**src/rtl/core/mqec_pkg.sv**
```systemverilog
// ----------------------------------------------------------------------------
// Multi quadrature encoder counter package
// Shared constants and types: encoder pin map, count widths and the control
// bundle that drives one encoder channel.
// ----------------------------------------------------------------------------
package mqec_pkg;

    localparam int NUM_ENCODERS = 9;
    localparam int SLOT_COUNT   = 9;
    localparam int COUNT_BITS   = 16;
    localparam int DELTA_BITS   = 16;
    localparam int SAMPLE_BITS  = 32;
    localparam int PIN_BITS     = $clog2(SAMPLE_BITS);
    localparam int OUT_BITS     = SLOT_COUNT * DELTA_BITS;

    localparam logic A_RESET_LEVEL = 1'b1;

    typedef enum logic
    {
        OP_SAMPLE = 1'b0,
        OP_READ   = 1'b1
    } op_t;

    typedef logic [PIN_BITS-1:0] pin_t;

    localparam pin_t PIN_A [SLOT_COUNT] = '{
        PIN_BITS'(3),  PIN_BITS'(10), PIN_BITS'(13),
        PIN_BITS'(0),  PIN_BITS'(24), PIN_BITS'(27),
        PIN_BITS'(21), PIN_BITS'(18), PIN_BITS'(30)
    };

    localparam pin_t PIN_B [SLOT_COUNT] = '{
        PIN_BITS'(4),  PIN_BITS'(11), PIN_BITS'(14),
        PIN_BITS'(1),  PIN_BITS'(25), PIN_BITS'(28),
        PIN_BITS'(22), PIN_BITS'(19), PIN_BITS'(31)
    };

    typedef logic signed [COUNT_BITS-1:0] count_t;

    typedef struct packed
    {
        logic sample_en;
        logic read_en;
        logic a_bit;
        logic b_bit;
    } chan_ctrl_t;

endpackage

```
**src/rtl/core/mqec_channel.sv**
```systemverilog
// ----------------------------------------------------------------------------
// Encoder channel
// Holds the last A level and the saturating pending count of one encoder.
// A rising edge of A steps the count down when B is high and up otherwise.
// ----------------------------------------------------------------------------
module mqec_channel
(
    input  logic                clk,
    input  logic                rst_n,
    input  mqec_pkg::chan_ctrl_t ctrl,
    output mqec_pkg::count_t    count
);
    import mqec_pkg::*;

    localparam count_t COUNT_MAX = {1'b0, {(COUNT_BITS-1){1'b1}}};
    localparam count_t COUNT_MIN = {1'b1, {(COUNT_BITS-1){1'b0}}};
    localparam count_t COUNT_ONE = COUNT_BITS'(1);

    logic   prev_a_reg;
    logic   prev_a_next;
    count_t count_reg;
    count_t count_next;

    always_comb
    begin
        prev_a_next = prev_a_reg;
        count_next  = count_reg;
        if (ctrl.read_en)
        begin
            count_next = '0;
        end
        else if (ctrl.sample_en)
        begin
            prev_a_next = ctrl.a_bit;
            if (ctrl.a_bit && !prev_a_reg)
            begin
                if (ctrl.b_bit)
                begin
                    if (count_reg != COUNT_MIN)
                    begin
                        count_next = count_reg - COUNT_ONE;
                    end
                end
                else
                begin
                    if (count_reg != COUNT_MAX)
                    begin
                        count_next = count_reg + COUNT_ONE;
                    end
                end
            end
        end
    end

    always_ff @(posedge clk or negedge rst_n)
    begin
        if (!rst_n)
        begin
            prev_a_reg <= A_RESET_LEVEL;
            count_reg  <= '0;
        end
        else
        begin
            prev_a_reg <= prev_a_next;
            count_reg  <= count_next;
        end
    end

    assign count = count_reg;

endmodule

```
**src/rtl/core/multi_quadrature_encoder_counter.sv**
```systemverilog
// ----------------------------------------------------------------------------
// Multi quadrature encoder counter
// Tracks nine x1 quadrature encoders from one 32-bit pin sample and reports
// their pending counts on request.
// ----------------------------------------------------------------------------
// Every input word yields exactly one output word. A word with tuser = 0 is
// a pin sample: each encoder whose A pin rose since the previous sample steps
// its count (down when B is high, up otherwise), and the output word carries
// all zeros. A word with tuser = 1 reads all nine counts, clears them, and
// sets the output tuser flag if any count was nonzero. Counts saturate at the
// signed 16-bit limits. The block takes one word per clock cycle while the
// output side is not stalled; a word passes through an input register and
// then the result register before its result is presented on the output.
module multi_quadrature_encoder_counter
(
    input  logic                          clk,
    input  logic                          rst_n,
    input  logic                          s_axis_tvalid,
    output logic                          s_axis_tready,
    input  logic [mqec_pkg::SAMPLE_BITS-1:0] s_axis_tdata,  // sample_word
    input  logic                          s_axis_tuser,  // op
    output logic                          m_axis_tvalid,
    input  logic                          m_axis_tready,
    output logic [mqec_pkg::OUT_BITS-1:0] m_axis_tdata,  // delta_enc0 .. delta_enc8
    output logic                          m_axis_tuser   // any_changed
);
    import mqec_pkg::*;

    logic                   in_valid_reg;
    logic                   in_valid_next;
    op_t                    in_op_reg;
    logic [SAMPLE_BITS-1:0] in_word_reg;
    logic                   out_valid_reg;
    logic                   out_valid_next;
    logic [OUT_BITS-1:0]    out_data_reg;
    logic [OUT_BITS-1:0]    out_data_next;
    logic                   out_any_reg;
    logic                   out_any_next;

    logic                   advance;
    logic                   fire;
    logic                   in_take;
    logic [OUT_BITS-1:0]    delta_all;
    logic [SLOT_COUNT-1:0]  nonzero;

    assign advance       = !out_valid_reg || m_axis_tready;
    assign fire          = in_valid_reg && advance;
    assign s_axis_tready = !in_valid_reg || advance;
    assign in_take       = s_axis_tvalid && s_axis_tready;

    genvar g;
    generate
        for (g = 0; g < SLOT_COUNT; g++)
        begin : gen_slot
            if (g < NUM_ENCODERS)
            begin : gen_enc
                chan_ctrl_t ctrl;
                count_t     count;

                assign ctrl.sample_en = fire && (in_op_reg == OP_SAMPLE);
                assign ctrl.read_en   = fire && (in_op_reg == OP_READ);
                assign ctrl.a_bit     = in_word_reg[PIN_A[g]];
                assign ctrl.b_bit     = in_word_reg[PIN_B[g]];

                mqec_channel u_channel
                (
                    .clk   (clk),
                    .rst_n (rst_n),
                    .ctrl  (ctrl),
                    .count (count)
                );

                assign nonzero[g] = (count != '0);

                if (COUNT_BITS >= DELTA_BITS)
                begin : gen_trunc
                    assign delta_all[g*DELTA_BITS +: DELTA_BITS] = count[DELTA_BITS-1:0];
                end
                else
                begin : gen_sext
                    assign delta_all[g*DELTA_BITS +: DELTA_BITS] =
                        {{(DELTA_BITS-COUNT_BITS){count[COUNT_BITS-1]}}, count};
                end
            end
            else
            begin : gen_unused
                assign nonzero[g]                            = 1'b0;
                assign delta_all[g*DELTA_BITS +: DELTA_BITS] = '0;
            end
        end
    endgenerate

    always_comb
    begin
        in_valid_next = in_valid_reg;
        if (in_take)
        begin
            in_valid_next = 1'b1;
        end
        else if (fire)
        begin
            in_valid_next = 1'b0;
        end

        out_valid_next = out_valid_reg;
        out_data_next  = out_data_reg;
        out_any_next   = out_any_reg;
        if (fire)
        begin
            out_valid_next = 1'b1;
            if (in_op_reg == OP_READ)
            begin
                out_data_next = delta_all;
                out_any_next  = |nonzero;
            end
            else
            begin
                out_data_next = '0;
                out_any_next  = 1'b0;
            end
        end
        else if (m_axis_tready)
        begin
            out_valid_next = 1'b0;
        end
    end

    always_ff @(posedge clk or negedge rst_n)
    begin
        if (!rst_n)
        begin
            in_valid_reg  <= 1'b0;
            out_valid_reg <= 1'b0;
        end
        else
        begin
            in_valid_reg  <= in_valid_next;
            out_valid_reg <= out_valid_next;
        end
    end

    always_ff @(posedge clk)
    begin
        if (in_take)
        begin
            in_op_reg   <= op_t'(s_axis_tuser);
            in_word_reg <= s_axis_tdata;
        end
        out_data_reg <= out_data_next;
        out_any_reg  <= out_any_next;
    end

    assign m_axis_tvalid = out_valid_reg;
    assign m_axis_tdata  = out_data_reg;
    assign m_axis_tuser  = out_any_reg;

endmodule

```
**config.mk**
```make
export PLATFORM = sky130hd
export DESIGN_NAME = multi_quadrature_encoder_counter
export DESIGN_NICKNAME = d
export VERILOG_FILES = /design/src/rtl/core/mqec_pkg.sv /design/src/rtl/core/mqec_channel.sv /design/src/rtl/core/multi_quadrature_encoder_counter.sv
export SDC_FILE = /design/constraint.sdc
export NUM_CORES = 1
export LEC_CHECK = 0
export BUFFER_PORTS_ARGS = -buffer_cell sky130_fd_sc_hd__buf_4
export CAP_MARGIN = 20
export CORE_MARGIN = 2
export CORE_UTILIZATION = 54
export CTS_CLUSTER_DIAMETER = 80
export DETAILED_ROUTE_END_ITERATION = 8
export GPL_TIMING_DRIVEN = 0
export PLACE_DENSITY = 0.83
export SYNTH_ARGS = -nofsm -noshare
export SYNTH_HDL_FRONTEND = slang
export SYNTH_SLANG_ARGS = --single-unit
```
**constraint.sdc**
```tcl
create_clock -name clk -period 9.25 [get_ports clk]
set_input_delay 0.925 -clock clk [delete_from_list [all_inputs] [get_ports clk]]
set_output_delay 0.925 -clock clk [all_outputs]
set_load 0.01 [all_outputs]
```
==> results of run 1 <==
logic make-up (layout without fill, tap and decap cells):
| logic type | after synthesis | in the layout | synth area share |
|---|---|---|---|
| compound gates | 446 | 446 | 0.162 |
| xor+xnor | 103 | 103 | 0.0485 |
| fa+ha+maj | 135 | 135 | 0.0945 |
| buf+inv | 82 | 321 | 0.0167 |
| flops | 319 | 319 | 0.474 |
| mux | 41 | 41 | 0.0231 |
| simple gates | 642 | 642 | 0.181 |
per-layer routing:
layer / up-vias / track usage / part of all wire
met1: 7306 / 0.346 / 0.42
met2: 617 / 0.439 / 0.48
li1: 7110 / - / -
met5: - / 0 / 0.00025
met3: 137 / 0.0441 / 0.066
met4: 2 / 0.108 / 0.039
power breakdown:
part / switching (mW) / internal [mW] / leakage [nW]
combinational: 1.25 / 1.06 / 5.24
sequential: 0.413 / 1.85 / 3.65
clock: 0.580 / 0.885 / 0.578
final timing paths:
check / slack (ns) / endpoint / from / cells past startpoint
worst max-delay path: 5.61 / gen_slot[7].gen_enc.u_channel.count[15] / m_axis_tready / 12
worst min-delay path: 0.28 / gen_slot[1].gen_enc.u_channel.count[6] / rst_n / 1
worst max register to register: 5.69 / gen_slot[7].gen_enc.u_channel.count[15] / m_axis_tvalid / 11
worst min register to register: 0.49 / m_axis_tvalid / in_valid_reg / 1
max in group asynchronous: 8.05 / gen_slot[6].gen_enc.u_channel.count[8] / rst_n / 2
min in group clk: 0.49 / m_axis_tvalid / in_valid_reg / 1
through the flow:
step	TNS (ns)	setup WS [ns]
after floorplan	0	1.89
after global placement	-56.97	-1.61
after detailed placement	0	5.13
after CTS	0	5.65
after global routing	0	5.43
final	0	5.61
layout make-up:
type | instances | area, um2
Buffer | 48 | 184
Clock buffer | 48 | 1020
Inverter | 34 | 128
Timing Repair Buffer | 176 | 1410
Clock inverter | 15 | 190
Fill cell | 2612 | 11900
Sequential cell | 319 | 8810
Tap cell | 448 | 561
Multi-Input combinational cell | 1367 | 9470
cell usage in the layout (no fill, tap or decap), types with 10 or more instances in the layout:
cell type | netlist | final
ha_1 | 126 | 126
mux2i_1 | 26 | 26
nand4_1 | 38 | 38
or3_1 | 18 | 18
a21o_1 | 45 | 45
nand3_1 | 37 | 37
o21ai_0 | 70 | 70
a22o_1 | 50 | 50
buf_4 | 0 | 168
nor2_1 | 101 | 101
a21oi_1 | 95 | 95
xnor2_1 | 74 | 74
nand2b_1 | 13 | 13
mux2_2 | 15 | 15
clkbuf_16 | 0 | 37
a31oi_1 | 16 | 16
clkbuf_1 | 45 | 51
nor2b_1 | 11 | 11
dfrtp_1 | 146 | 146
xor2_1 | 29 | 29
edfxtp_1 | 164 | 164
inv_1 | 33 | 33
nor3_1 | 47 | 47
nor4_1 | 47 | 47
and3_1 | 19 | 19
and2_1 | 138 | 138
o21bai_1 | 20 | 20
a211oi_1 | 16 | 16
nand2_1 | 140 | 140
a211o_1 | 10 | 10
o21ai_1 | 35 | 35
==> results.md, run 1 <==
- 1st-iter DRT viols: 1374
- Req. time, crit path: 9.68 ns
- Post-Layout Inst Area: 21800 um2
- Post-synthesis register bit count: about 320
- Wire per inst: between 15 and 20 um
- CTS H-tree depth: 2
- Total power density per cell area: approximately 280 nW/um2
- Inserted Clock Buffers: 35
- Overflow after GRT: 0
- Area of the die: 35900 um2
- Count of pins on the block boundary: between 150 and 200
- Post-Place Cell Area: 20600 um2
- Maximum capacitance violations: 0
- Via count of the first global-routing pass: 14925
- Nets in the synthesized netlist: 1940
- Detailed Routing Iterations Pass 1: 5
- All-layer global routing usage: 0.264
- Vert. Die Dim: 190 um
- Routed WL: approximately 48 mm
- Main flop type after synthesis: edfxtp_1
- Post-CTS Hold Fix Bufs: 0
- Clock transition at path regs: approximately 0.060 ns
- Total via count after detailed routing: 15172
- Crit path largest cell delay: 0.66 ns
- Detail Route Antenna Nets: 0
- Relative area change from synthesis to final layout: 17.1%
- Post-Syn Area: 18600 um2
- Type of the tightest min-delay check: in -> async
- Synthesis warning total: 0
- Share of final-layout standard cells stronger than drive strength 1: 0.135
- Root Buffer Master: clkbuf_16
- Overall Power: a little over 6 mW
- CP Cell Sequence: buf_4, nand2b_1, nand2_1, inv_2, buf_2, buf_12, buf_12, nand2_1, nor2_1, clkbuf_1, nand2_1, o22ai_1
- Worst hold slack: 0.284 ns
- Worst-case clock buffer depth: 3
- Sort of element at the end of the critical path: flip-flop
- Instance count after placement with tap cells included: 2391
- Period Utilization, post-route: 0.394
- Pin count of the biggest net entering global routing: 113
- Hold Violations, Final: 0
- Shortest period the worst path allows: 3.64 ns
- Core area: 33700 um2
- Kind of cell with the highest combined delay on the critical path: buffers and inverters
- Count of instances resized after the clock tree is built: 0
- Highest clock rate: approximately 270 MHz
- Ys async rst share: 0.486
- Number of buffers added on ports: 169
- Final Max Slew Viols: 0
- Number of antenna diodes: 0
- Library cell with the largest summed area after synthesis: edfxtp_1
- CTS tree: yes
- Cell with the largest stage delay on the worst path: buf_2
- Status: complete, no violations
- Clock Sink Count: 319
- HPWL Detailed: 33.7 mm
- Chip Width: 190 um
- Peak ir drop on the vdd network: 138 uV
- Initial Util: 0.552
- Wire length of the first global-routing pass: 76.5 mm
- Final Util: 0.646
- Global placement routability congestion: 0.936
- Number of antenna violations at the first check in global routing: 1
- Non-Filler Instances: approximately 2500
- Share of the yosys chip area belonging to registers: 0.474
- Data arrival time of the critical path: 4.07 ns
- Startpoint types: input port
- Headroom to the max-slew limit: 0.360
- Number of remaining DRC errors: 0
- Startpoint-to-endpoint class of the critical path: in -> reg
- Slew at the pin closest to its max-slew limit: 0.961 ns
- Top cell type's share of synthesized area: 0.265
- Ratio of routed vias to standard cells: around 6
- Total buffers and inverters traversed by the critical path: 6
- Worst Path Max Fanout: 31
- Average instance area after synthesis: 10.5 um2
- # setup viols final: 0
- Leakage power: 9.47 nW
- Clock Latency Late Sink: 0.53 ns
- Main area contributors after synthesis: edfxtp_1 26%, dfrtp_1 20%, ha_1 8.5%, and2_1 4.6%, xnor2_1 3.5%
- Placement row count: 67
- Most frequent cell after synthesis: edfxtp_1
- Number of enable-type register cells in the synthesized netlist: 164
- Setup repair after global routing missed its margin: false
- Synth top cells by count: 164 x edfxtp_1, 146 x dfrtp_1, 140 x nand2_1
- Gate Count Post-Synth: ~1800
- Most common cell on crit path: nand2_1
- Post-CTS setup buffers: 0
- Total number of nets in the final design: between 2000 and 2500
- Synth cell types: between 70 and 80
- Worst-case clock skew: 0.0183 ns
(Power assumes the default switching activity.)
==> run 2: changes to the inputs <==
--- a/config.mk
+++ b/config.mk
@@ -5,6 +5,7 @@
 export SDC_FILE = /design/constraint.sdc
 export NUM_CORES = 1
 export LEC_CHECK = 0
+export ABC_AREA = 1
 export BUFFER_PORTS_ARGS = -buffer_cell sky130_fd_sc_hd__buf_4
 export CAP_MARGIN = 20
 export CORE_MARGIN = 2
@@ -12,7 +13,7 @@
 export CTS_CLUSTER_DIAMETER = 80
 export DETAILED_ROUTE_END_ITERATION = 8
 export GPL_TIMING_DRIVEN = 0
-export PLACE_DENSITY = 0.83
+export PLACE_DENSITY = 0.82
 export SYNTH_ARGS = -nofsm -noshare
 export SYNTH_HDL_FRONTEND = slang
 export SYNTH_SLANG_ARGS = --single-unit
==> constraint.sdc (replaced) <==
create_clock -name clk -period 3.6 [get_ports clk]
set_input_delay 0.36 -clock clk [delete_from_list [all_inputs] [get_ports clk]]
set_output_delay 0.36 -clock clk [all_outputs]
set_load 0.01 [all_outputs]
==> run 2 against run 1 <==
Global-route usage is 0.84 points higher. Critical path depth is 2 lower. Final area rose by 18%. Core utilization decreased by 1.5 points. Count of clock-buffer cells in the layout rose by 7. Largest power group unchanged. First-iteration DRC count decreased by 0.15%. Sequential share of layout area fell by 6.1 points.
==> results.md, run 2 <==
- Main area contributors after synthesis: edfxtp_1 22%, nand2_1 21%, dfrtp_1 17%, inv_1 10%, ha_1 7.1%
- Clock Sink Count: 319 (unchanged)
- Clock Latency Late Sink: 0.57 ns (+0.04 ns)
- Post-synthesis register bit count: 319 (unchanged)
- Startpoint-to-endpoint class of the critical path: reg -> reg
- Nets in the synthesized netlist: 3347 (+73%)
- Period Utilization, post-route: 0.757
- Startpoint types: flip-flop
- Min setup slack post-route: 0.874 ns (-4.73 ns)
- Synth cell types: 39 (-47%)
- Most frequent cell after synthesis: nand2_1
- Placement row count: 74 (+10%)
- CTS H-tree depth: 2 (unchanged)
- Most used routing layer in global routing: met2
- 1st-iter DRT viols: 1372 (-0.15%)
- Total via count after detailed routing: 19948 (+31%)
- Wire per inst: 14.3 um (-26%)
- Type of the tightest min-delay check: in -> reg
- Root Buffer Master: clkbuf_16
- Setup repair after global routing missed its margin: false
- Global Route met3 Usage: 0.0460 (+0.00195)
- Post-Layout Inst Area: 25600 um2 (+18%)
- Overflow after GRT: 0 (unchanged)
- Highest clock rate: 367 MHz
- Status: complete, no violations
- Maximum capacitance violations: 0 (unchanged)
- Ys async rst share: 0.486 (unchanged)
- Most frequent standard cell in the layout excluding fill and tap cells: nand2_1
- Initial Util: 0.544 (-0.00744)
- Library cell with the largest summed area after synthesis: edfxtp_1
- Detailed Routing Iterations Pass 1: 5 (unchanged)
- Req. time, crit path: 4.05 ns (-5.63 ns)
- Fillers: 3625 (+39%)
- Number of remaining DRC errors: 0 (unchanged)
- Detail Route Antenna Nets: 0 (unchanged)
- Final Util: 0.631 (-0.0153)
- Shortest period the worst path allows: 2.73 ns
- Peak ir drop on the vdd network: 459 uV (+230%)
- Instance count after placement with tap cells included: 3879 (+62%)
- Worst Path Max Fanout: 87 (+180%)
- Number of buffers added on ports: 169 (unchanged)
- Via count of the first global-routing pass: 18992 (+27%)
- Clock transition at path regs: 0.06 ns (about the same)
- Wire length of the first global-routing pass: 92.0 mm (+20%)
- Post-Place Cell Area: 24100 um2 (+18%)
- Count of pins on the block boundary: 184 (unchanged)
- Leakage power: 14.6 nW (+54%)
- Relative area change from synthesis to final layout: 15.9%
- All-layer global routing usage: 0.273 (+0.00837)
- Area of the die: 42600 um2 (+19%)
- Vert. Die Dim: 206 um (+8.9%)
- Global placement routability congestion: 0.965 (+3.0%)
- Met1 demand-to-capacity share in global routing: 0.350 (+0.00388)
- Main flop type after synthesis: edfxtp_1
- Number of enable-type register cells in the synthesized netlist: 164 (unchanged)
- # setup viols final: 0 (unchanged)
- Non-Filler Instances: 3970 (+62%)
- Data arrival time of the critical path: 3.18 ns (-0.89 ns)
- Number of antenna violations at the first check in global routing: 0 (-1)
- Total number of nets in the final design: 3580 (+66%)
- Post-CTS setup buffers: 0 (unchanged)
- Number of antenna diodes: 0 (unchanged)
- CTS tree: yes
- Routed WL: 56.7 mm (+19%)
- Gate Count Post-Synth: 3175 (+80%)
- Share of the yosys chip area belonging to registers: 0.398 (-0.0757)
- Post-Syn Area: 22100 um2 (+19%)
- Headroom to the max-slew limit: 0.470 (+0.110)
- Sort of element at the end of the critical path: flip-flop
- Worst-case clock skew: 0.0181 ns (-0.000186 ns)
- Synthesis warning total: 0 (unchanged)
- Share of final-layout standard cells stronger than drive strength 1: 0.0951 (-0.0399)
- Total power density per cell area: 737 nW/um2 (+170%)
- Synth top cells by count: 1266 x nand2_1, 615 x inv_1, 283 x nor2_1
- Worst slack, placed: 0.834 ns (-4.30 ns)
- Chip Width: 206 um (+8.9%)
- Commonest non-fill, non-tap cells in the layout: 1266 x nand2_1, 615 x inv_1, 283 x nor2_1
- Ratio of routed vias to standard cells: 5.02 (-19%)
- Core area: 40600 um2 (+21%)
- Final Max Slew Viols: 0 (unchanged)
- Pin count of the biggest net entering global routing: 99 (-12%)
- Worst-case clock buffer depth: 3 (unchanged)
- Inserted Clock Buffers: 38 (+8.6%)
- HPWL Detailed: 42.0 mm (+25%)
- Slew at the pin closest to its max-slew limit: 0.796 ns (-0.165 ns)
- Average instance area after synthesis: 6.97 um2 (-34%)
- Global Route met2 Usage: 0.463 (+0.0242)
- Top cell type's share of synthesized area: 0.223 (-0.0423)
- Hold Violations, Final: 0 (unchanged)
==> run 2: cell types whose count changed after synthesis, moves of 34 or more <==
| cell | before | now |
|---|---|---|
| a21o_1 | 45 | 0 |
| a22o_1 | 50 | 0 |
| and2_1 | 138 | 25 |
| clkbuf_1 | 45 | 4 |
| inv_1 | 33 | 615 |
| nand2_1 | 140 | 1266 |
| nand3_1 | 37 | 186 |
| nor2_1 | 101 | 283 |
| nor3_1 | 47 | 13 |
| nor4_1 | 47 | 1 |
| xnor2_1 | 74 | 12 |
==> run 2: worst paths after layout <==
path | startpoint | to | slack, ns | cells after the start
worst max-delay path | m_axis_tvalid | gen_slot[7].gen_enc.u_channel.count[10] | 0.87 | 10
max in group asynchronous | rst_n | gen_slot[1].gen_enc.u_channel.count[4] | 2.36 | 3
worst min-delay path | m_axis_tready | m_axis_tvalid | 0.09 | 4
worst max register to register | m_axis_tvalid | gen_slot[7].gen_enc.u_channel.count[10] | 0.87 | 10
min in group asynchronous | rst_n | gen_slot[5].gen_enc.u_channel.count[0] | 0.31 | 2
worst min register to register | gen_slot[4].gen_enc.u_channel.prev_a_reg | gen_slot[4].gen_enc.u_channel.prev_a_reg | 0.47 | 2
==> run 2: critical path, cell delays in order, from the launching register on <==
cell	delay (ns)
dfrtp_1	0.42
nand2_2	0.10
nand2_2	0.09
inv_6	0.39
buf_16	0.43
nand2_4	0.24
buf_4	0.27
nand2_1	0.29
inv_2	0.17
nand2_1	0.10
nand2_1	0.05
==> run 2: cell type report <==
cell class | instances | area (um2) | area share
plain buffers | 31 | 191 | 0.00747
flip-flops and latches | 319 | 8810 | 0.344
repair buffers | 193 | 1570 | 0.0612
well taps | 532 | 666 | 0.0260
multi-input cells | 2200 | 10800 | 0.420
clock buffers | 55 | 1140 | 0.0445
inverters | 625 | 2350 | 0.0918
clock inverters | 15 | 135 | 0.00527
==> run 2: where the power goes <==
part	internal [mW]	total (mW)	leakage [nW]	switching, mW
sequential	5.04	6.30	3.65	1.26
combinational	3.24	8.66	10.3	5.42
clock	2.35	3.93	0.630	1.58
==> run 2: cells by family after synthesis <==
| kind of cell | count (synthesis) | synth area share |
|---|---|---|
| and+or+nand+nor | 1874 | 0.355 |
| buffers and inverters | 656 | 0.115 |
| DFF | 319 | 0.398 |
| AOI/OAI and AO/OA | 139 | 0.0316 |
| adders and majority gates | 135 | 0.0794 |
| xor gates and xnor gates | 51 | 0.0202 |
| muxes | 1 | 0.000453 |
==> run 2: per-layer routing <==
| layer | part of all wire | wire length, um |
|---|---|---|
| met5 | 0 | 0 |
| met4 | 0.033 | 1880 |
| met3 | 0.063 | 3550 |
| met2 | 0.47 | 26900 |
| met1 | 0.43 | 24400 |
==> run 2: repair_timing <==
| item | CTS | global route |
|---|---|---|
| setup endpoints to repair | 0 | 0 |
| hold endpoints to repair | 77 | 0 |
| gates resized for setup | 0 | 0 |
| hold buffers | 21 | 0 |
==> run 2: through the flow <==
| stage | setup TNS (ns) | total power, mW | hold slack (ns) |
|---|---|---|---|
| final | 0 | 18.9 | 0.0867 |
| after global routing | 0 | 20.6 | 0.0870 |
| after global placement | -118.85 | 14.7 | 0.461 |
| after floorplan | 0 | 12.3 | 0.0644 |
| after detailed placement | 0 | 14.9 | 0.323 |
| after CTS | 0 | 18.9 | 0.0617 |
